### src/sv/lkvc_pkg.sv
// Shared types and constants of the LRU key-value cache.
// Depends on nothing; every other file of the block imports it.
package lkvc_pkg;

   localparam int ENTRIES    = 16;
   localparam int IDX_W      = (ENTRIES > 1) ? $clog2(ENTRIES) : 1;
   localparam int OCC_W      = $clog2(ENTRIES + 1);
   localparam int KEY_W      = 32;
   localparam int DATA_W     = 32;
   localparam int LIMIT_W    = 5;
   localparam int CMP_W      = (OCC_W > LIMIT_W) ? OCC_W : LIMIT_W;
   localparam int CSR_ADDR_W = 3;
   localparam int CSR_DATA_W = 32;

   localparam logic [CSR_ADDR_W-3:0] REG_ENTRY_LIMIT = '0;
   localparam logic [LIMIT_W-1:0]    LIMIT_RESET     = LIMIT_W'(16);
   localparam logic [DATA_W-1:0]     MISS_DATA       = '1;

   typedef enum logic {
      OP_GET = 1'b0,
      OP_PUT = 1'b1
   } opcode_type;

   typedef struct packed {
      logic capture;
      logic commit;
   } dp_cmd_type;

   typedef struct packed {
      logic is_get;
   } dp_status_type;

endpackage

### src/sv/lkvc_csr.sv
// APB-style configuration register file: holds entry_limit.
// Depends on lkvc_pkg.
module lkvc_csr import lkvc_pkg::*; (
   input  logic                  clock,
   input  logic                  reset,
   input  logic                  psel,
   input  logic                  penable,
   input  logic                  pwrite,
   input  logic [CSR_ADDR_W-1:0] paddr,
   input  logic [CSR_DATA_W-1:0] pwdata,
   output logic [CSR_DATA_W-1:0] prdata,
   output logic                  pready,
   output logic [LIMIT_W-1:0]    entry_limit
);

   logic [LIMIT_W-1:0] limit_ff;
   logic [LIMIT_W-1:0] limit_in;
   logic               sel_limit;

   assign pready    = 1'b1;
   assign sel_limit = (paddr[CSR_ADDR_W-1:2] == REG_ENTRY_LIMIT);

   always_comb begin
      limit_in = limit_ff;
      if (psel && penable && pwrite && pready && sel_limit) begin
         limit_in = pwdata[LIMIT_W-1:0];
      end
   end

   always_ff @(posedge clock) begin
      if (reset) begin
         limit_ff <= LIMIT_RESET;
      end else begin
         limit_ff <= limit_in;
      end
   end

   assign prdata      = sel_limit ? CSR_DATA_W'(limit_ff) : '0;
   assign entry_limit = limit_ff;

endmodule

### config.mk
export PLATFORM = sky130hd
export DESIGN_NAME = lkvc_csr
export DESIGN_NICKNAME = d
export VERILOG_FILES = /design/src/sv/lkvc_pkg.sv /design/src/sv/lkvc_csr.sv
export SDC_FILE = /design/constraint.sdc
export NUM_CORES = 1
export LEC_CHECK = 0
export BUFFER_PORTS_ARGS = -buffer_cell sky130_fd_sc_hd__buf_2
export CORE_MARGIN = 5
export CORE_UTILIZATION = 30
export CTS_CLUSTER_SIZE = 24
export DETAILED_ROUTE_END_ITERATION = 12
export GPL_TIMING_DRIVEN = 0
export PLACE_DENSITY = 0.84
export SYNTH_ARGS = -nofsm -noshare
export SYNTH_HDL_FRONTEND = slang
export SYNTH_SLANG_ARGS = --single-unit
### constraint.sdc
create_clock -name clock -period 1.14 [get_ports clock]
set_input_delay 0.228 -clock clock [delete_from_list [all_inputs] [get_ports clock]]
set_output_delay 0.228 -clock clock [all_outputs]
set_load 0.01 [all_outputs]
## Word level (Yosys, flattened, before mapping)

Index checks and enable logic that the tools add are counted.

- Flip-flop bits (word level): 5
- Input bits: 40
- Output and inout bits: 38
- Word-level logic and storage cells: 6

- Reductions and logical operators: 3
- Multiplexer cells: 1
- Bitwise logic cells: 1

Operators with widths:

| cell | number |
|---|---|
| 5-bit 2-to-1 mux | 1 |
| 1-bit logical AND | 3 |
| 1-bit inverter | 1 |

## Longest topological paths before layout

- Word-level depth: 3
- Depth in mapped cells: 3
- Gate-level depth less buffers: 2

## Worst setup path before layout

OpenSTA, ideal clock, no wires.

- Path type: input-to-reg
- From: in paddr[2]
- To: reg limit_ff[0] (netlist: entry_limit[0])
- Setup time: 0.072 ns
- Data arrival time: 0.738 ns
- Path buffers: 1
- Stages: 3
- Data required time: 1.068 ns
- Slack: 0.330 ns
- Cell sequence: and4b_1 > buf_6 > mux2i_1

- Longest elaborated chain between the ends: 2

Ends and longest elaborated chain:

| item | RTL line | RTL |
|---|---|---|
| from (decl) | lkvc_csr.sv:9 | `input logic [CSR_ADDR_W-1:0] paddr,` |
| 1-bit inverter | lkvc_csr.sv:21 | `assign sel_limit = (paddr[CSR_ADDR_W-1:2] == REG_ENTRY_LIMIT);` |
| 1-bit logical AND | lkvc_csr.sv:25 | `if (psel && penable && pwrite && pready && sel_limit) begin` |
| to (signal assigned) | lkvc_csr.sv:34 | `limit_ff <= limit_in;` |
| to (decl) | lkvc_csr.sv:16 | `logic [LIMIT_W-1:0] limit_ff;` |

Every way passes these cells.
A chain may end at the register's enable or synchronous reset.

## Worst setup path in the final report

- From: reg limit_ff[1] (netlist: entry_limit[1])
- To: out prdata[1]

- Longest elaborated chain between the ends: 1

Ends and longest elaborated chain:

| item | RTL line | RTL |
|---|---|---|
| 5-bit 2-to-1 mux | lkvc_csr.sv:38 | `assign prdata = sel_limit ? CSR_DATA_W'(limit_ff) : '0;` |
| to (decl) | lkvc_csr.sv:11 | `output logic [CSR_DATA_W-1:0] prdata,` |

Every way passes these cells.

==> flow_summary.ini <==
[outcome]
status = completed

[global_route]
grt_usage = 0.07582
grt_max_degree = 11
grt_pass1_wl_microns = 1504
grt_pass1_vias = 388
antenna_found_initial = 0
grt-ovfl-total = 0

[pwr]
leakage_nw = 0.4540
ir_drop_uv = 305.1
power.total_mw = 0.5582
p_per_area_nw_per_um2 = 761.3

[worst_setup_path]
end_kind = output port
r2r_end = entry_limit[1]
r2r_start = entry_limit[1]
worstSetupPathType = flop to output port
arrival_ns = 0.88
rr_worst_depth = 2
r2r_slack_ns = 0.54
startpoint_type = flop
cp.required_ns = 0.91
crit_fanout = 3

[synthesis]
netlist.area_leader.share = 0.4253
post_synth.cell_area_avg_sq_um = 8.521
synth_warnings = 0
synth_area_sq_um = 494.2
ys_ff_latch = 5
syn-instance-count = 58
yosys.cell_types.count = 10
synth_top_cell_by_area = buf_4
synth.area.top_cells = buf_4, dfxtp_1, mux2i_1, nand2b_1, and2b_2
ys_seq_area_frac = 0.2025

[sta]
max_freq_mhz = 904.9
post-route-min-period_ns = 1.105
slew_violations = 0
clock_skew_ns = 0
holdWs_ns = 0.2523
period_share = 0.9694
setup_violations = 0
hold_viol_final = 0
final.setup.tns_ns = 0
rsz0062_at_grt = no

[die]
die_x_microns = 50.59
die_h_microns = 50.59
dieArea_sq_um = 2559
coreArea_sq_um = 1541
rows = 14
ios = 78
initial_core_util = 0.3206

[layout]
drive_gt1_frac = 0.5234
utilization = 0.4756
area_growth_syn_to_layout_pct = 48.35
n_antenna_cell = 0
fin_area_sq_um = 733.2
fin_nets = 148
num-fill-cells = 166
final_cell_mix = buf_4, conb_1, buf_2
largest_register_ffs = 5

[detailed_routing]
drt.antenna.violating_nets = 0
drt-met1-wl_microns = 304
wl_met3_microns = 194
drt_iter0_markers = 0
vias = 402
wl_met2_microns = 518
via_per_inst = 3.268
drt_pre_antenna_iters = 1
wl_per_cell_microns = 8.268
drc = 0
finalWirelength_microns = 1017
routed.top_layer = met3

[clocking]
cts-resized-gates = 0
path_clk_slew_ns = 0.05
clk_latency_ns = 0.24
ctsHoldBuffers = 0
htree_levels = 1
postCtsSetupBuffers = 0
cts_buffer_depth = 2
numCtsBuffers = 3
cts_root_buffer = clkbuf_4
cts.sinks = 5
cts_tree = done

[flow_run]
drv_cap = 0

[place]
hpwl_microns = 915.3
routabilityCongestion = 0.6478
dpl_cell_area_sq_um = 706.9
portBuffers = 19

[hold_path]
hp-start = pwdata[2]
worstHoldPathCells = 3
hold_path.class = primary input to flop
hold_path_end = entry_limit[2]
[logic make-up after synthesis]
group / share of synthesized area
other: 0.01520
and+or+nand+nor: 0.2253
muxes: 0.1013
buffers and inverters: 0.4557
DFF: 0.2025
[metrics by stage]
| step | std cells | setup WS, ns |
|---|---|---|
| 2_1_floorplan | 84 | 0.3303 |
| 3_5_place_dp | 119 | 0.1179 |
| 5_1_grt | 123 | 0.0002002 |
| 4_1_cts | 123 | 0.02453 |
| 6_report | 123 | 0.03485 |
| 3_3_place_gp | 119 | 0.1589 |
[report_power, final]
part           switching [mW]  internal, mW  total (mW)
clock                  0.0720         0.132       0.204
sequential            0.00260         0.179       0.182
combinational          0.0774        0.0945       0.172
[cell usage after synthesis]
cell type  instances
nor2_1             2
mux2i_1            5
buf_4             28
nand2b_1           8
buf_1              1
and4b_1            1
conb_1             2
buf_6              1
and2b_2            5
dfxtp_1            5
[critical path: stages, from the launching register on]
cell,delay [ns]
dfxtp_1,0.32
and2b_2,0.19
buf_2,0.13
[worst max-delay path by stage]
stage | startpoint | end | slack (ns) | cells past startpoint
after CTS | entry_limit[1] | prdata[1] | 0.02 | 2
after floorplan | paddr[2] | entry_limit[0] | 0.33 | 3
after global routing | entry_limit[1] | prdata[1] | 0.0002 | 2
after detailed placement | paddr[2] | entry_limit[3] | 0.12 | 4
after global placement | paddr[2] | entry_limit[0] | 0.16 | 4
final | entry_limit[1] | prdata[1] | 0.03 | 2
[layer usage]
metal	track usage	vias up
met5	0	-
met4	0.03830	0
met3	0.03846	0
met2	0.1322	26
met1	0.07193	157
li1	-	219
[final cells by class]
| class | instances | area, sq um | share of cell area |
|---|---|---|---|
| multi-input combinational | 49 | 266.5 | 0.3635 |
| buffer | 30 | 225.2 | 0.3072 |
| sequential | 5 | 100.1 | 0.1365 |
| timing repair buffer | 19 | 95.09 | 0.1297 |
| clock buffer | 4 | 26.28 | 0.03584 |
| tap | 16 | 20.02 | 0.02730 |
(Power assumes the default switching activity.)
