$ cat config.mk
export PLATFORM = sky130hd
export DESIGN_NAME = lkvc_dp
export DESIGN_NICKNAME = d
export VERILOG_FILES = /design/src/sv/lkvc_pkg.sv /design/src/sv/lkvc_dp.sv
export SDC_FILE = /design/constraint.sdc
export NUM_CORES = 2
export LEC_CHECK = 0
export BUFFER_PORTS_ARGS = -buffer_cell sky130_fd_sc_hd__buf_2
export CELL_PAD_IN_SITES_DETAIL_PLACEMENT = 0
export CELL_PAD_IN_SITES_GLOBAL_PLACEMENT = 1
export CORE_MARGIN = 2
export CORE_UTILIZATION = 50
export DETAILED_ROUTE_END_ITERATION = 7
export PLACE_DENSITY = 0.8
export SLEW_MARGIN = 10
export SYNTH_ARGS = -nofsm -noshare
export SYNTH_HDL_FRONTEND = slang
export SYNTH_SLANG_ARGS = --single-unit
$ cat constraint.sdc
create_clock -name clock -period 15.3 [get_ports clock]
set_input_delay 3.825 -clock clock [delete_from_list [all_inputs] [get_ports clock]]
set_output_delay 3.825 -clock clock [all_outputs]
set_load 0.05 [all_outputs]
$ cat src/sv/lkvc_pkg.sv
// Shared types and constants of the LRU key-value cache.
// Depends on nothing; every other file of the block imports it.
package lkvc_pkg;

   localparam int ENTRIES    = 16;
   localparam int IDX_W      = (ENTRIES > 1) ? $clog2(ENTRIES) : 1;
   localparam int OCC_W      = $clog2(ENTRIES + 1);
   localparam int KEY_W      = 32;
   localparam int DATA_W     = 32;
   localparam int LIMIT_W    = 5;
   localparam int CMP_W      = (OCC_W > LIMIT_W) ? OCC_W : LIMIT_W;
   localparam int CSR_ADDR_W = 3;
   localparam int CSR_DATA_W = 32;

   localparam logic [CSR_ADDR_W-3:0] REG_ENTRY_LIMIT = '0;
   localparam logic [LIMIT_W-1:0]    LIMIT_RESET     = LIMIT_W'(16);
   localparam logic [DATA_W-1:0]     MISS_DATA       = '1;

   typedef enum logic {
      OP_GET = 1'b0,
      OP_PUT = 1'b1
   } opcode_type;

   typedef struct packed {
      logic capture;
      logic commit;
   } dp_cmd_type;

   typedef struct packed {
      logic is_get;
   } dp_status_type;

endpackage

$ cat src/sv/lkvc_dp.sv
// Datapath: key/value table, parallel key match, recency ranks, response register.
// Depends on lkvc_pkg.
module lkvc_dp import lkvc_pkg::*; (
   input  logic                     clock,
   input  logic                     reset,
   input  dp_cmd_type               cmd,
   output dp_status_type            status,
   input  logic [LIMIT_W-1:0]       entry_limit,
   input  opcode_type               req_opcode,
   input  logic signed [KEY_W-1:0]  req_lookup_key,
   input  logic signed [DATA_W-1:0] req_data_word,
   output logic signed [DATA_W-1:0] rsp_read_data,
   output logic                     rsp_found
);

   logic [KEY_W-1:0]   key_ff   [ENTRIES];
   logic [DATA_W-1:0]  value_ff [ENTRIES];
   logic [IDX_W-1:0]   rank_ff  [ENTRIES];
   logic [ENTRIES-1:0] valid_ff;
   logic [OCC_W-1:0]   occ_ff;

   logic [ENTRIES-1:0] match_ff;
   opcode_type         op_ff;
   logic [KEY_W-1:0]   req_key_ff;
   logic [DATA_W-1:0]  req_data_ff;
   logic [DATA_W-1:0]  read_data_ff;
   logic               found_ff;

   logic [ENTRIES-1:0] match_in;
   logic [ENTRIES-1:0] victim_vec;
   logic [ENTRIES-1:0] free_vec;
   logic [ENTRIES-1:0] target_vec;
   logic [IDX_W-1:0]   slot_idx;
   logic [IDX_W-1:0]   oldest_rank;
   logic [CMP_W-1:0]   eff_limit;
   logic [OCC_W-1:0]   bound;
   logic               hit;
   logic               full;
   logic               is_put;
   logic               write_en;
   logic               promote_en;
   logic               insert;

   // compare the incoming key against every valid entry
   always_comb begin
      for (int i = 0; i < ENTRIES; i++) begin
         match_in[i] = valid_ff[i] && (key_ff[i] == KEY_W'(req_lookup_key));
      end
   end

   always_comb begin
      if (entry_limit == '0) begin
         eff_limit = CMP_W'(1);
      end else if (CMP_W'(entry_limit) > CMP_W'(ENTRIES)) begin
         eff_limit = CMP_W'(ENTRIES);
      end else begin
         eff_limit = CMP_W'(entry_limit);
      end
   end

   assign hit         = |match_ff;
   assign is_put      = (op_ff == OP_PUT);
   assign full        = CMP_W'(occ_ff) >= eff_limit;
   assign oldest_rank = IDX_W'(occ_ff - OCC_W'(1));
   // lowest free slot
   assign free_vec    = ~valid_ff & (valid_ff + ENTRIES'(1));

   always_comb begin
      for (int i = 0; i < ENTRIES; i++) begin
         victim_vec[i] = valid_ff[i] && (rank_ff[i] == oldest_rank);
      end
   end

   assign target_vec = hit ? match_ff : (full ? victim_vec : free_vec);

   always_comb begin
      slot_idx = '0;
      for (int i = 0; i < ENTRIES; i++) begin
         if (target_vec[i]) begin
            slot_idx = slot_idx | IDX_W'(i);
         end
      end
   end

   // entries more recent than the bound age by one
   assign bound      = (hit || full) ? OCC_W'(rank_ff[slot_idx]) : occ_ff;
   assign write_en   = cmd.commit && is_put;
   assign promote_en = cmd.commit && (hit || is_put);
   assign insert     = write_en && !hit && !full;

   always_ff @(posedge clock) begin
      if (cmd.capture) begin
         match_ff    <= match_in;
         op_ff       <= req_opcode;
         req_key_ff  <= KEY_W'(req_lookup_key);
         req_data_ff <= DATA_W'(req_data_word);
      end
      if (write_en) begin
         value_ff[slot_idx] <= req_data_ff;
         if (!hit) begin
            key_ff[slot_idx] <= req_key_ff;
         end
      end
      if (cmd.commit && !is_put) begin
         read_data_ff <= hit ? value_ff[slot_idx] : MISS_DATA;
         found_ff     <= hit;
      end
   end

   always_ff @(posedge clock) begin
      if (reset) begin
         valid_ff <= '0;
         occ_ff   <= '0;
         for (int i = 0; i < ENTRIES; i++) begin
            rank_ff[i] <= '0;
         end
      end else begin
         if (insert) begin
            valid_ff <= valid_ff | free_vec;
            occ_ff   <= occ_ff + OCC_W'(1);
         end
         if (promote_en) begin
            for (int i = 0; i < ENTRIES; i++) begin
               if (target_vec[i]) begin
                  rank_ff[i] <= '0;
               end else if (valid_ff[i] && (OCC_W'(rank_ff[i]) < bound)) begin
                  rank_ff[i] <= rank_ff[i] + IDX_W'(1);
               end
            end
         end
      end
   end

   assign status.is_get = !is_put;
   assign rsp_read_data = read_data_ff;
   assign rsp_found     = found_ff;

endmodule

### Word level (Yosys, flattened, before mapping)

Memories as Yosys holds them, arrays and structs flattened. A register that Yosys moved wholly into a read port is not among the register bits.
Index checks and enable logic that the tools add are counted.

| word-level totals | value |
|---|---|
| flip-flop bits (word level) | 103 |
| RAM bits | 1088 |
| bits of input ports | 74 |
| output and inout bits | 34 |
| logic and storage cells | 378 |
| memories kept | 3 |

Memories:

| memory | words | width | rd ports | clocked after Yosys merged registers in | write ports | line | text |
|---|---|---|---|---|---|---|---|
| key_ff | 16 | 32 | 16 | 0 | 1 | lkvc_dp.sv:16 | `logic [KEY_W-1:0] key_ff [ENTRIES];` |
| value_ff | 16 | 32 | 1 | 1 | 1 | lkvc_dp.sv:17 | `logic [DATA_W-1:0] value_ff [ENTRIES];` |
| rank_ff | 16 | 4 | 17 | 0 | 16 | lkvc_dp.sv:18 | `logic [IDX_W-1:0] rank_ff [ENTRIES];` |

| cells by class | value |
|---|---|
| $add $sub $neg | 19 |
| $lt $le $gt $ge | 18 |
| equality and inequality tests | 32 |
| muxes and demuxes | 203 |
| bitwise gates (word level) | 35 |
| reductions and logical operators | 61 |

Operators with widths:

| operator | count |
|---|---|
| $eq 32x32->1 | 16 |
| $mux 4 | 40 |
| $mux 1 | 152 |
| $lt 4x5->1 | 16 |
| $add 4x1->4 const B | 16 |
| $eq 4x4->1 | 16 |
| $logic_and 1x1->1 | 53 |
| $mux 16 | 2 |
| $or 1x1->1 | 32 |
| $add 16x1->16 const B | 1 |
| $and 16x16->16 | 1 |
| $not 16->16 | 1 |
| $or 16x16->16 | 1 |
| $reduce_or 16->1 | 1 |
| $mux 5 | 3 |
| $mux 3 | 4 |
| $add 5x1->5 const B | 1 |
| $ge 5x5->1 | 1 |
| $gt 5x5->1 const B | 1 |
| $logic_not 5->1 | 1 |
| $logic_not 1->1 | 4 |
| $mux 2 | 2 |
| $sub 4x1->4 const B | 1 |
| $logic_or 1x1->1 | 2 |

### Longest topological paths before layout

An unclocked memory read counts as a cell.

| depth | value |
|---|---|
| depth in word-level cells | 31 |
| gate-level depth with buffers | 29 |
| depth with buffers taken out | 24 |

### Least setup slack after synthesis

Ideal clock, no wire load.

| timing | value |
|---|---|
| kind | input-to-reg |
| start | input entry_limit[1] |
| end | memory rank_ff[10][0] (netlist name) (enable) |
| setup time | 271 ps |
| data arrival time | 9272 ps |
| required time | 15029 ps |
| slack | 5756 ps |
| stages | 28 |
| path buffers | 6 |
| cells stage by stage | nor3_1 -> nor2_1 -> nor2_1 -> ha_1 -> nor2b_1 -> o21a_1 -> buf_2 -> o21ai_1 -> clkbuf_1 -> a311oi_1 -> nand4_1 -> or3_1 -> buf_2 -> buf_6 -> a21o_1 -> buf_2 -> buf_6 -> a222oi_1 -> o22ai_1 -> a221o_1 -> mux2i_1 -> ha_1 -> a21o_1 -> a21oi_1 -> o21ai_0 -> nor3_1 -> a211oi_1 -> o41ai_2 |

RTL lines:

| what | line | text |
|---|---|---|
| start, declared | lkvc_dp.sv:8 | `input logic [LIMIT_W-1:0] entry_limit,` |
| end, declared | lkvc_dp.sv:18 |  |

==> results.py <==
metrics = {
    "timing": {
        "worst_pin_slew_ns": 1.27,
        "final_hold_viol_count": 0,
        "period_needed_ns": 10.28,
        "max_freq_mhz": 97.2,
        "clock_skew_ns": 0.0434,
        "rsz0062_at_grt": "false",
        "finalCritPeriodShare_pct": 67.2,
        "setup_viol": 0,
        "slew_headroom_pct": 14.3,
        "drv_slew": 0,
        "setup_tns_ns": 0,
    },
    "yosys": {
        "synth_top_area_cell": "edfxtp_1",
        "syn_avg_cell_area_um2": 14.7,
        "synth_area_leaders": "edfxtp_1 (69%), xnor2_1 (7.7%), nand2_1 (2.4%), xor2_1 (2.2%), ha_1 (1.7%)",
        "yosysWarnings": 0,
        "netlist_area_um2": 52000,
        "ys_seq_area_share_pct": 70.2,
        "syn_inst": 3542,
        "synth.distinct_cells": 74,
        "synth-edff-count": 1202,
        "synth_ff_type": "edfxtp_1",
        "ys_async_sr_fraction_pct": 0,
        "synth_top_area_share_pct": 69.4,
        "synth_fp_nets": 3687,
        "synth_seq_cells": 1223,
    },
    "finish": {
        "layout_common_cells": "edfxtp_1 (1,202), xnor2_1 (460), nand2_1 (328)",
        "n_fill_cell": 8107,
        "postLayoutCoreUtil_pct": 56.1,
        "final-seq-area_um2": 36500,
        "area_delta_synth_final_pct": 11.4,
        "drive_gt1_share_pct": 10.8,
        "multi_input_area_um2": 14800,
        "mostFrequentLayoutCell": "edfxtp_1",
        "layout.nets": 3771,
    },
    "grt": {
        "grt_pass1_wl_um": 207000,
        "grt_max_degree": 79,
        "antenna_found_initial": 5,
        "grt_use_total_pct": 26.7,
        "grt.overflow.total": 0,
        "first_global_vias": 30141,
    },
    "setup_path": {
        "required_ns": 15.73,
        "path_class": "primary input to register",
        "crit_path_max_incr_delay_ns": 0.69,
        "crit_buf_inv": 2,
        "cp.arrival_ns": 10.71,
        "crit_chain": "buf_2 > nor3_1 > nor2_1 > nor2_1 > ha_1 > nor2b_1 > o21ai_1 > a21oi_1 > o311ai_0 > nand2b_1 > or3_4 > a21o_4 > a222oi_1 > o22ai_1 > a221o_1 > mux2i_2 > buf_4 > ha_1 > a21o_1 > a21oi_1 > o21ai_0 > nor3_1 > a211oi_1 > o41ai_2",
        "cp-start-kind": "primary input",
        "slowest_stage": "a222oi_1",
        "critPathTopFamily": "compound AO/OA/AOI/OAI gates",
        "cp-end-kind": "register",
        "worstPathMaxFanout": 71,
    },
    "floorplanning": {
        "die_y_um": 327,
        "dieArea_um2": 107000,
        "core_um2": 103000,
        "start_util_pct": 50.3,
        "io_pins": 108,
        "die_w_um": 327,
        "std_cell_rows": 118,
    },
    "clock_network": {
        "clkLatencyLatePin_ns": 0.72,
        "htreeDepth": 3,
        "cts_root_buffer": "clkbuf_16",
        "post_cts_buffers": 0,
        "numCtsBuffers": 116,
        "cts_hold_buf": 0,
        "tritoncts": "done",
        "clk_path_buf_depth": 3,
        "cts_resized": 0,
        "clock-sinks": 1223,
        "clk_pin_slew_worst_paths_ns": 0.06,
    },
    "place": {
        "gp_congestion": 0.888,
        "place_hpwl_um": 79700,
        "io_buffers": 107,
    },
    "detailed_routing": {
        "first_pass_iters": 8,
        "top_layer": "met5",
        "via_per_inst": 6.17,
        "wl_met3_um": 14200,
        "routed_wl_um": 144000,
        "vias": 31514,
        "drt_iter0_markers": 4268,
        "wl_met1_um": 57300,
        "postRouteAntennaNets": 0,
        "avgRoutedWirePerCell_um": 28.3,
        "wl_met2_um": 68700,
        "drc_errors": 11,
    },
    "job": {
        "max_cap_violations": 0,
    },
    "power_and_ir_drop": {
        "ir_drop_v": 0.000112,
        "p_per_area_nw_per_um2": 120,
        "leakagePower_nw": 18.9,
    },
    "hold_path": {
        "hold_path.class": "register to register",
    },
    "status": {
        "violations": "DRC",
        "outcome": "finished, violations left",
    },
}
## worst reg2reg max path, cell delays in order (launching register included)
cell,delay (ns)
edfxtp_1,0.50
nor4_1,0.28
and4_1,0.83
inv_2,0.07
buf_4,0.46
o311ai_0,0.93
nand2b_1,0.27
or3_4,0.42
buf_4,0.59
nor2_1,0.11
nor2_1,0.24
o22ai_1,0.12
o21ai_0,0.24
nand2_1,0.08
o31a_1,0.64
ha_1,0.48
a21o_1,0.16
a21oi_1,0.13
nor2_1,0.05
nor4_1,0.47
a221o_1,0.35
## through the flow
stage	power [mW]	cell area [µm²]	worst slack, ns	hold slack, ns	instances
global placement	4.18	54200	4.44	0.650	4888
global route	7.12	58000	4.40	0.684	5103
floorplan	4.03	52000	5.76	0.491	3542
detailed placement	4.18	54200	4.36	0.654	4888
CTS	6.96	58000	5.09	0.657	5103
finish	6.94	58000	5.02	0.664	5104
## logic make-up (layout without fill, tap and decap cells)
kind of cell / after synthesis / in the layout / synth area share (%)
XOR/XNOR: 606 / 606 / 10.6
AND/OR/NAND/NOR: 841 / 841 / 7.76
flip-flops: 1223 / 1223 / 70.2
adder cells (fa/ha/maj): 71 / 71 / 1.71
buffers and inverters: 242 / 423 / 1.91
multiplexers: 20 / 20 / 0.385
other: 0 / 1 / 0
AO/OA/AOI/OAI: 539 / 539 / 7.50
## registers in the layout, summed over array words and instances (netlist names), 5 cells and up
name and flops:
rsp_read_data 32, match_ff 16, req_key_ff 32, rank_ff 64
key_ff 512, valid_ff 16, occ_ff 5, req_data_ff 32
value_ff 512
## cells in the mapped netlist (all sizes together), types with 60 or more instances
cell / instances
a21oi: 145
clkbuf: 171
edfxtp: 1202
ha: 71
nand2: 328
nand3: 60
nand4: 128
nor2: 133
nor4: 65
o21ai: 61
xnor2: 461
xor2: 132
## power by group
part,switching [mW],total (mW),internal [mW]
logic,0.181,0.275,0.0947
registers,0.108,3.84,3.74
clock network,1.23,2.82,1.59
## final timing paths
check,cells past startpoint,slack [ns],from,to
setup / recovery,24,5.02,entry_limit[1],rank_ff[11][2]$_SDFFCE_PP0P_
hold / removal,3,0.66,value_ff[11][29]$_DFFE_PP_,rsp_read_data[29]$_SDFFCE_PN1P_
setup reg to reg,20,7.58,match_ff[6]$_DFFE_PP_,rank_ff[8][0]$_SDFFCE_PN0P_
hold reg to reg,3,0.66,value_ff[11][29]$_DFFE_PP_,rsp_read_data[29]$_SDFFCE_PN1P_
## layout make-up
type,count,share of cell area [%]
Clock buffer,145,5.23
Timing Repair Buffer,181,1.89
Antenna cell,1,0.00432
Inverter,27,0.175
Multi-Input combinational cell,2077,25.6
Tap cell,1380,2.98
Sequential cell,1223,63.0
Clock inverter,70,1.18
## layer usage
| metal | vias to the layer above | track usage [%] |
|---|---|---|
| li1 | 13666 | - |
| met1 | 15878 | 37.3 |
| met2 | 1688 | 43.5 |
| met3 | 278 | 4.27 |
| met4 | 4 | 7.69 |
| met5 | - | 0 |
No activity file was read; power rests on OpenSTA's default activity.
