<file path="src/sv/lkvc_pkg.sv">
// Shared types and constants of the LRU key-value cache.
// Depends on nothing; every other file of the block imports it.
package lkvc_pkg;

   localparam int ENTRIES    = 16;
   localparam int IDX_W      = (ENTRIES > 1) ? $clog2(ENTRIES) : 1;
   localparam int OCC_W      = $clog2(ENTRIES + 1);
   localparam int KEY_W      = 32;
   localparam int DATA_W     = 32;
   localparam int LIMIT_W    = 5;
   localparam int CMP_W      = (OCC_W > LIMIT_W) ? OCC_W : LIMIT_W;
   localparam int CSR_ADDR_W = 3;
   localparam int CSR_DATA_W = 32;

   localparam logic [CSR_ADDR_W-3:0] REG_ENTRY_LIMIT = '0;
   localparam logic [LIMIT_W-1:0]    LIMIT_RESET     = LIMIT_W'(16);
   localparam logic [DATA_W-1:0]     MISS_DATA       = '1;

   typedef enum logic {
      OP_GET = 1'b0,
      OP_PUT = 1'b1
   } opcode_type;

   typedef struct packed {
      logic capture;
      logic commit;
   } dp_cmd_type;

   typedef struct packed {
      logic is_get;
   } dp_status_type;

endpackage

</file>
<file path="src/sv/lkvc_ctrl.sv">
// Controller: sequences capture and commit of one item, owns response valid.
// Depends on lkvc_pkg.
module lkvc_ctrl import lkvc_pkg::*; (
   input  logic          clock,
   input  logic          reset,
   input  logic          req_valid,
   output logic          req_ready,
   output logic          rsp_valid,
   input  logic          rsp_ready,
   input  dp_status_type status,
   output dp_cmd_type    cmd
);

   typedef enum logic {
      ST_IDLE,
      ST_UPDATE
   } state_type;

   state_type state_ff;
   logic      rsp_valid_ff;

   assign req_ready   = (state_ff == ST_IDLE);
   assign cmd.capture = req_valid && (state_ff == ST_IDLE);
   // a get waits in UPDATE until the response register is free
   assign cmd.commit  = (state_ff == ST_UPDATE) &&
                        (!status.is_get || !rsp_valid_ff || rsp_ready);
   assign rsp_valid   = rsp_valid_ff;

   always_ff @(posedge clock) begin
      if (reset) begin
         state_ff     <= ST_IDLE;
         rsp_valid_ff <= 1'b0;
      end else begin
         case (state_ff)
            ST_IDLE: begin
               if (req_valid) begin
                  state_ff <= ST_UPDATE;
               end
            end
            ST_UPDATE: begin
               if (cmd.commit) begin
                  state_ff <= ST_IDLE;
               end
            end
            default: state_ff <= ST_IDLE;
         endcase
         if (cmd.commit && status.is_get) begin
            rsp_valid_ff <= 1'b1;
         end else if (rsp_ready) begin
            rsp_valid_ff <= 1'b0;
         end
      end
   end

endmodule

</file>
<file path="config.mk">
export PLATFORM = sky130hd
export DESIGN_NAME = lkvc_ctrl
export DESIGN_NICKNAME = d
export VERILOG_FILES = /design/src/sv/lkvc_pkg.sv /design/src/sv/lkvc_ctrl.sv
export SDC_FILE = /design/constraint.sdc
export NUM_CORES = 1
export LEC_CHECK = 0
export BUFFER_PORTS_ARGS = -buffer_cell sky130_fd_sc_hd__buf_2
export CAP_MARGIN = 20
export CORE_AREA = 10 10 47 49
export CTS_CLUSTER_DIAMETER = 60
export DETAILED_ROUTE_END_ITERATION = 10
export DIE_AREA = 0 0 57 59
export PLACE_DENSITY_LB_ADDON = 0.12
export SLEW_MARGIN = 20
export SYNTH_ARGS = -nofsm -noshare
export SYNTH_HDL_FRONTEND = slang
export SYNTH_SLANG_ARGS = --single-unit
</file>
<file path="constraint.sdc">
create_clock -name clock -period 0.8 [get_ports clock]
set_input_delay 0.04 -clock clock [delete_from_list [all_inputs] [get_ports clock]]
set_output_delay 0.04 -clock clock [all_outputs]
set_load 0.05 [all_outputs]
</file>
* Yosys cells after proc, flatten, opt, wreduce, memory -nomap -nowiden *
Cells that the tools add are included.

operators by class
  multipliers = 0
  multiplexer cells = 5
  shift-type cells = 0
  reduce and logical (&&, ||, !) cells = 8
  equality and inequality tests = 0
  divide/modulo/power cells = 0
  $lt $le $gt $ge = 0
  add/sub/neg operators = 0
  bitwise gates (word level) = 1

operators with widths
  operator             count
  $mux W1              4
  $logic_and A1 B1 Y1  3
  $logic_not A1 Y1     2
  $logic_or A1 B1 Y1   2
  $pmux W1 S2          1
  $reduce_bool A2 Y1   1
  $not A1 Y1           1

storage, ports and cells
  memories = 0
  output and inout bits = 4
  bits in registers = 2
  memory bits (writable) = 0
  bits in read-only memories = 0
  bits in latches = 0

* Depth between registers and ports, before layout *
Gate-level depths: netlist (run 1).

  depth after elaboration = 6
  depth in mapped cells = 2
  depth with buffers taken out = 2

* Least setup slack after synthesis (run 1) *
No wires, ideal clock.

  path type = register -> output
  start = register state_ff
  end = output port cmd[0] (netlist bit)
  stages on the path, launching flop included = 3
  path slack = -0.677 ns
  data arrival time = 1.437 ns
  path buffers = 0
  path through = dfxtp_1 -> inv_1 -> a31oi_1

RTL lines
  what                    RTL line         text
  from (decl)             lkvc_ctrl.sv:19  state_type state_ff;
  from (signal assigned)  lkvc_ctrl.sv:31  state_ff <= ST_IDLE;
  from (signal assigned)  lkvc_ctrl.sv:37  state_ff <= ST_UPDATE;
  from (signal assigned)  lkvc_ctrl.sv:42  state_ff <= ST_IDLE;
  to (decl)               lkvc_ctrl.sv:11  output dp_cmd_type cmd

==> flow_summary.yaml, run 1 <==
outcome:
  status: "finished with violations"
  violations: "setup timing"
worst_setup_path:
  critPathKind: "flop to output port"
  r2r_cells: 3
  regToRegStartpoint: "state_ff"
  critPathCaptureType: "output port"
  ff2ff_setup_slack_ns: 0.02
  path_max_fanout: 3
  start_kind: "flop"
  critPathRequiredTime_ns: 0.76
  arrival_ns: 0.91
  rr_endpoint: "state_ff"
routing:
  drt_first_iter_violations: 3
  wirelength_um: 364
  wl_per_cell_um: 8.47
  num_vias: 134
  drt.antenna.violating_nets: 0
  drc: 0
  detail_route.first_pass.iterations: 3
  viasPerCell: 3.12
clock_network:
  cts_tree: "yes"
  worst_skew_pair.late_latency_ns: 0.23
  cts_setup_buffers: 0
  h-tree-depth: 1
  clock_sinks: 2
  clkTransAtPathRegs_ns: 0.03
  cts_buffer_depth: 2
  cts_root_buffer: "clkbuf_4"
  numCtsBuffers: 3
floorplan:
  die-area_um2: 3360
  fp.dieW_um: 57
  core_um2: 1400
  ios: 9
  rows: 14
  die_h_um: 59
  start_util: 0.0661
place:
  portBuffers: 8
  gp_congestion: 0.616
  dp.cells: 38
  place_hpwl_um: 308
  post_dp_cell_area_um2: 190
power_and_ir_drop:
  peakVddDrop_mv: 0.282
  cellLeakagePower_nw: 0.107
  powerDensity_nw_per_um2: 1820
  p_total_mw: 0.476
finish:
  layout-drive-gt1-share: 0.741
  fin_util: 0.187
  design_area_um2: 262
  antenna_cells: 0
  stdcell_count: 43
  nNetsFinal: 33
  areaGrowthSynthToFinish_pct: 182
min_path:
  hp-class: "input pin to flop"
  hold_path_depth: 3
  min_from: "status"
  hold-path-endpoint: "rsp_valid"
synthesis:
  syn_area_um2: 92.6
  syn_inst: 12
  synth_fp_nets: 17
  ys_seq_area_frac: 0.432
  synth-seq-cells: 2
  ys_types: 7
  avgSynthCellArea_um2: 7.72
  ys_warn_count: 0
global_routing:
  grt_max_degree: 5
  grt.busiest_layer: "met4"
  met3_usage: 0.0386
  grt.overflow.total: 0
  grtUsageMet1: 0.0118
  grt_first_pass_wirelength_um: 552
  met2_usage: 0.0326
  track_usage: 0.0263
  grt_pass1_vias: 150
  grt_antenna_before_repair: 0
sta:
  finalClockSkew_ns: 0.00668
  report.final.hold_viol_count: 0
  finalSetupViolations: 3
  rsz0062_at_grt: "yes"
  drv_slew: 0
  relSlewSlack: 0.831
  tightestPinTransition_ns: 0.255
  max_freq_mhz: 1060
  tns_ns: -0.401
  period_needed_ns: 0.947
  fin_crit_sh: 1.18
  layout_setup_ws_ns: -0.147
run:
  cap_violations: 0
cells in the mapped netlist, drive strengths merged:
| master | instances | share of area |
|---|---|---|
| a21oi | 2 | 0.11 |
| a31oi | 1 | 0.068 |
| dfxtp | 2 | 0.43 |
| inv | 3 | 0.12 |
| nand2 | 1 | 0.041 |
| nand2b | 2 | 0.14 |
| nand4b | 1 | 0.095 |
registers in the layout, indices dropped and copies added (netlist names):
signal / cells
state_ff: 1
rsp_valid: 1
through the flow:
stage / setup WS [ns] / hold slack (ns)
floorplan: -0.242 / 0.0994
global placement: -0.0630 / 0.215
detailed placement: -0.0525 / 0.205
CTS: -0.167 / 0.0774
global route: -0.197 / 0.0992
finish: -0.147 / 0.0880
layout by cell type, fill, tap and decap left out, types with 2 or more instances in the layout:
| cell type | Yosys | routed |
|---|---|---|
| buf_6 | 0 | 2 |
| buf_4 | 0 | 2 |
| buf_2 | 0 | 5 |
| clkbuf_4 | 0 | 3 |
power breakdown:
group | switching, mW | internal, mW
clock network | 0.0607 | 0.185
logic | 0.0687 | 0.0514
registers | 0.00561 | 0.104
layer usage:
layer	wire length, um	up-vias
met5	0	-
met4	0	0
met3	64	0
met2	173	6
met1	127	60
li1	-	68
repair_timing:
action	CTS	global route
gates resized for setup	10	1
pin swaps	0	1
hold buffers	1	0
endpoints found under the setup margin	5	5
hold endpoints to repair	2	0
gates cloned	0	0
cells by family (layout without fill, tap and decap cells):
| group | Yosys count | count (layout) | synth area share |
|---|---|---|---|
| and+or+nand+nor | 4 | 4 | 0.270 |
| AOI/OAI and AO/OA | 3 | 3 | 0.176 |
| buffers and inverters | 3 | 18 | 0.122 |
| DFF | 2 | 2 | 0.432 |
worst max-delay path by stage:
| stage | cells after the start | start | end | slack, ns |
|---|---|---|---|---|
| finish | 3 | state_ff | cmd[0] | -0.15 |
| floorplan | 2 | state_ff | cmd[0] | -0.24 |
| detailed placement | 3 | state_ff | cmd[0] | -0.05 |
| global placement | 3 | state_ff | cmd[0] | -0.06 |
| CTS | 3 | state_ff | cmd[0] | -0.17 |
| global route | 3 | state_ff | cmd[0] | -0.20 |
critical path, stage by stage (launching register included):
cell     delay (ns)
dfxtp_2        0.33
inv_2          0.05
a31oi_4        0.13
buf_6          0.17
final cells by class:
| class | count | area, um^2 |
|---|---|---|
| well taps | 16 | 20.0 |
| inverters | 3 | 15.0 |
| clock buffers | 4 | 26.3 |
| flip-flops and latches | 2 | 45.0 |
| repair buffers | 11 | 87.6 |
| multi-input cells | 7 | 67.6 |
| fillers | 173 | 1140 |
Note: power is estimated with default switching activity, not from simulation.
==> run 2: changes to the inputs <==
--- a/config.mk
+++ b/config.mk
@@ -11,2 +11,3 @@
 export CTS_CLUSTER_DIAMETER = 60
+export CTS_CLUSTER_SIZE = 25
 export DETAILED_ROUTE_END_ITERATION = 10
==> constraint.sdc (replaced) <==
create_clock -name clock -period 0.8 [get_ports clock]
set_input_delay 0.08 -clock clock [delete_from_list [all_inputs] [get_ports clock]]
set_output_delay 0.08 -clock clock [all_outputs]
set_load 0.05 [all_outputs]
==> run 2 against run 1 <==
  * The run still ends with setup timing left
  * Final cell count grew 2.3%
  * Worst hold slack got worse by 0.061 ns
  * Clock skew rose by 0.00085 ns
  * Clock power hardly changed
  * Die area unchanged
  * Sequential share of layout area decreased by 0.79 points
  * Via count up 7.5%
  * Combinational power rose by 3%
  * Fmax down 4.4%
  * Critical endpoint unchanged
  * Cell area rose by 4.8%
  * Global-route usage grew 0.48 points
  * First-iteration DRC count fell by 100%
==> flow_summary.yaml, run 2 (synthesis gave the netlist of run 1 again) <==
finish:
  nFillCells: 166
  layout-drive-gt1-share: 0.786
  antenna_cells: 0
  fin_util: 0.196
  areaGrowthSynthToFinish_pct: 196
  final_common_cell: "buf_2"
  final_cell_mix: "buf_2 (5), buf_6 (4), clkbuf_4 (3)"
  nNetsFinal: 34
sta:
  finalSetupViolations: 4
  worst_hold_slack_ns: 0.0266
  rsz0062_at_grt: "yes"
  fin_crit_sh: 1.24
  tightestPinTransition_ns: 0.251
  drv_slew: 0
  period_needed_ns: 0.990
  report.final.hold_viol_count: 0
  relSlewSlack: 0.834
  layout_setup_ws_ns: -0.190
  finalClockSkew_ns: 0.00753
  max_freq_mhz: 1010
power_and_ir_drop:
  switching_share: 0.283
  internal_power_mw: 0.343
  switchingPower_mw: 0.135
  p_clk_frac: 0.513
  seqPwrFrac: 0.229
  peakVddDrop_mv: 0.304
  powerDensity_nw_per_um2: 1750
  combinationalPowerShare: 0.259
  cellLeakagePower_nw: 0.115
global_routing:
  grt.overflow.total: 0
  grt_antenna_before_repair: 0
  track_usage: 0.0311
  grt_first_pass_wirelength_um: 717
  grt_max_degree: 4
  grt_pass1_vias: 186
routing:
  drt.antenna.violating_nets: 0
  viasPerCell: 3.27
  detail_route.first_pass.iterations: 1
  drc: 0
  num_vias: 144
  drt_first_iter_violations: 0
  wl_per_cell_um: 9.09
  wirelength_um: 400
min_path:
  hp-class: "input pin to flop"
  hold_path_depth: 2
floorplan:
  die-area_um2: 3360
  start_util: 0.0661
  die_h_um: 59
  fp.dieW_um: 57
  rows: 14
  core_um2: 1400
  ios: 9
clock_network:
  cts_tree: "yes"
  numCtsBuffers: 3
  clock_sinks: 2
  cts_hold_buf: 0
  clkTransAtPathRegs_ns: 0.03
  cts_root_buffer: "clkbuf_4"
  cts_buffer_depth: 2
  worst_skew_pair.late_latency_ns: 0.23
  h-tree-depth: 1
worst_setup_path:
  arrival_ns: 0.91
  critPathKind: "flop to output port"
  r2r_cells: 3
  critPathCaptureType: "output port"
  path_max_fanout: 3
  critPathRequiredTime_ns: 0.72
  ff2ff_setup_slack_ns: 0.02
  start_kind: "flop"
place:
  portBuffers: 8
  gp_congestion: 0.640
  place_hpwl_um: 338
outcome:
  violations: "setup timing"
  status: "finished with violations"
run:
  cap_violations: 0
==> run 2: worst max-delay path, cell delays in order (launching register included) <==
cell and delay (ns):
dfxtp_2 0.33, inv_2 0.05, a31oi_4 0.13, buf_6 0.18
==> run 2: metrics by stage <==
stage	cell area, um^2	TNS [ns]	cells	power [mW]	worst slack, ns
global route	274	-0.877	44	0.523	-0.249
CTS	270	-0.708	44	0.496	-0.214
detailed placement	198	-0.224	39	0.209	-0.103
finish	274	-0.637	44	0.479	-0.190
global placement	198	-0.218	39	0.209	-0.100
floorplan	115	-0.315	12	0.170	-0.282
==> run 2: layout make-up <==
class                   count  area (um^2)  share of cell area
repair buffers             12          100               0.365
multi-input cells           7         67.6               0.247
flip-flops and latches      2         45.0               0.164
clock buffers               4         26.3              0.0959
well taps                  16         20.0              0.0731
inverters                   3         15.0              0.0548
==> run 2: final timing paths <==
kind,startpoint,endpoint
worst max-delay path,state_ff,cmd[0]
worst min-delay path,reset,rsp_valid
worst max register to register,rsp_valid,state_ff
worst min register to register,state_ff,rsp_valid
==> run 2: metal layers <==
metal | GRT usage | vias to the layer above | share of wire
met1 | 0.0214 | 65 | 0.34
met5 | 0 | - | 0
met2 | 0.0419 | 8 | 0.51
met3 | 0.0258 | 0 | 0.15
met4 | 0.0503 | 0 | 0
li1 | - | 71 | -
==> run 2: repair_timing <==
action / in CTS / in global routing
setup endpoints to repair: 5 / 5
pin swaps: 1 / 2
setup buffers: 1 / 0
resized for setup: 12 / 1
cloned: 0 / 0
==> run 2: power by group through the flow <==
stage | clock network, mW | registers (mW) | logic (mW)
floorplan | 0 | 0.115 | 0.0550
global placement | 0 | 0.109 | 0.100
detailed placement | 0 | 0.109 | 0.100
CTS | 0.261 | 0.110 | 0.125
global route | 0.280 | 0.111 | 0.132
finish | 0.246 | 0.109 | 0.124
==> run 3: changes to the inputs <==
CTS_BUF_LIST = sky130_fd_sc_hd__clkbuf_4   (was not set)
==> run 3 against run 2 <==
  * Wire length increased by 0.50%
  * Via count unchanged
  * Fmax unchanged
  * Cell area increased by 1.4%
  * Clock power increased by 14%
  * Combinational power about the same
  * Final cell count unchanged
  * Register-to-register slack about the same
  * The flow still finishes with violations (setup timing)
  * Global-route usage unchanged
  * Setup slack unchanged
  * Sequential power about the same
  * Die area unchanged
==> flow_summary.yaml, run 3 (synthesis gave the netlist of run 1 again) <==
worst_setup_path:
  critPathKind: "flop to output port"
  cp-startpoint: "state_ff"
  start_kind: "flop"
  path_max_fanout: 3
  critPathRequiredTime_ns: 0.72
  regToRegStartpoint: "rsp_valid"
  critPathCaptureType: "output port"
  arrival_ns: 0.91
clock_network:
  cts_tree: "yes"
  clkTransAtPathRegs_ns: 0.04
  cts_hold_buf: 0
  worst_skew_pair.late_latency_ns: 0.23
  cts_buffer_depth: 2
  h-tree-depth: 1
  cts_root_buffer: "clkbuf_4"
  numCtsBuffers: 3
  clock_sinks: 2
sta:
  period_needed_ns: 0.990
  fin_crit_sh: 1.24
  max_freq_mhz: 1010
  worst_hold_slack_ns: 0.0254
  relSlewSlack: 0.834
  finalClockSkew_ns: 0.00849
  tns_ns: -0.638
  tightestPinTransition_ns: 0.251
  drv_slew: 0
  report.final.hold_viol_count: 0
  rsz0062_at_grt: "yes"
  layout_setup_ws_ns: -0.190
  finalSetupViolations: 4
floorplan:
  die-area_um2: 3360
  die_h_um: 59
  core_um2: 1400
  fp.dieW_um: 57
  rows: 14
  start_util: 0.0661
  ios: 9
routing:
  drt_first_iter_violations: 0
  wl_per_cell_um: 9.14
  detail_route.first_pass.iterations: 1
  viasPerCell: 3.27
  num_vias: 144
  wirelength_um: 402
  drt.antenna.violating_nets: 0
  drc: 0
place:
  gp_congestion: 0.640
  portBuffers: 8
  pre_cts_slack_ns: -0.103
  dp.cells: 39
  place_hpwl_um: 338
  post_dp_cell_area_um2: 198
finish:
  layout-drive-gt1-share: 0.821
  stdcell_count: 44
  nFillCells: 166
  register_area_um2: 45.0
  fin_util: 0.198
  multi_input_area_um2: 67.6
  areaGrowthSynthToFinish_pct: 200
  final_cell_mix: "buf_2 (5), clkbuf_4 (4), buf_6 (4)"
  design_area_um2: 278
  nNetsFinal: 34
  final_common_cell: "buf_2"
  antenna_cells: 0
outcome:
  status: "finished with violations"
  violations: "setup timing"
power_and_ir_drop:
  p_total_mw: 0.514
  peakVddDrop_mv: 0.270
  powerDensity_nw_per_um2: 1850
  cellLeakagePower_nw: 0.118
global_routing:
  grt_max_degree: 4
  track_usage: 0.0311
  grt_pass1_vias: 186
  grt.overflow.total: 0
  grt_antenna_before_repair: 0
  grt_first_pass_wirelength_um: 717
min_path:
  min_from: "reset"
  hp-class: "input pin to flop"
run:
  cap_violations: 0
==> run 3: report_power, final <==
part | total [mW] | switching [mW] | internal (mW)
sequential | 0.109 | 0.00553 | 0.104
combinational | 0.124 | 0.0697 | 0.0541
clock | 0.281 | 0.0618 | 0.219
==> run 3: per-layer routing <==
metal | wire [um] | vias to the layer above | share of wire | track usage
met5 | 0 | - | 0 | 0
met4 | 0 | 0 | 0 | 0.0503
met3 | 60 | 0 | 0.15 | 0.0258
met2 | 207 | 8 | 0.51 | 0.0419
met1 | 134 | 65 | 0.33 | 0.0214
li1 | - | 71 | - | -
==> run 3: worst paths after layout <==
check                                 end  depth (start not counted)  slack, ns
worst max-delay path               cmd[0]                          3      -0.19
worst min-delay path            rsp_valid                          2       0.03
worst max register to register   state_ff                          3       0.02
worst min register to register  rsp_valid                          3       0.58
==> run 3: cell type report <==
cell class,instances,share of cell area
Tap cell,16,0.0721
Multi-Input combinational cell,7,0.243
Timing Repair Buffer,12,0.360
Inverter,3,0.0541
Sequential cell,2,0.162
Clock buffer,4,0.108
==> run 3: critical path, stage by stage, from the launching register on <==
cell     delay, ns
dfxtp_2       0.33
inv_2         0.05
a31oi_4       0.13
buf_6         0.18
==> run 3: what timing repair did <==
item / CTS / global route
pin swaps: 1 / 2
buffers inserted: 1 / 0
resized for setup: 12 / 1
setup endpoints to repair: 5 / 5
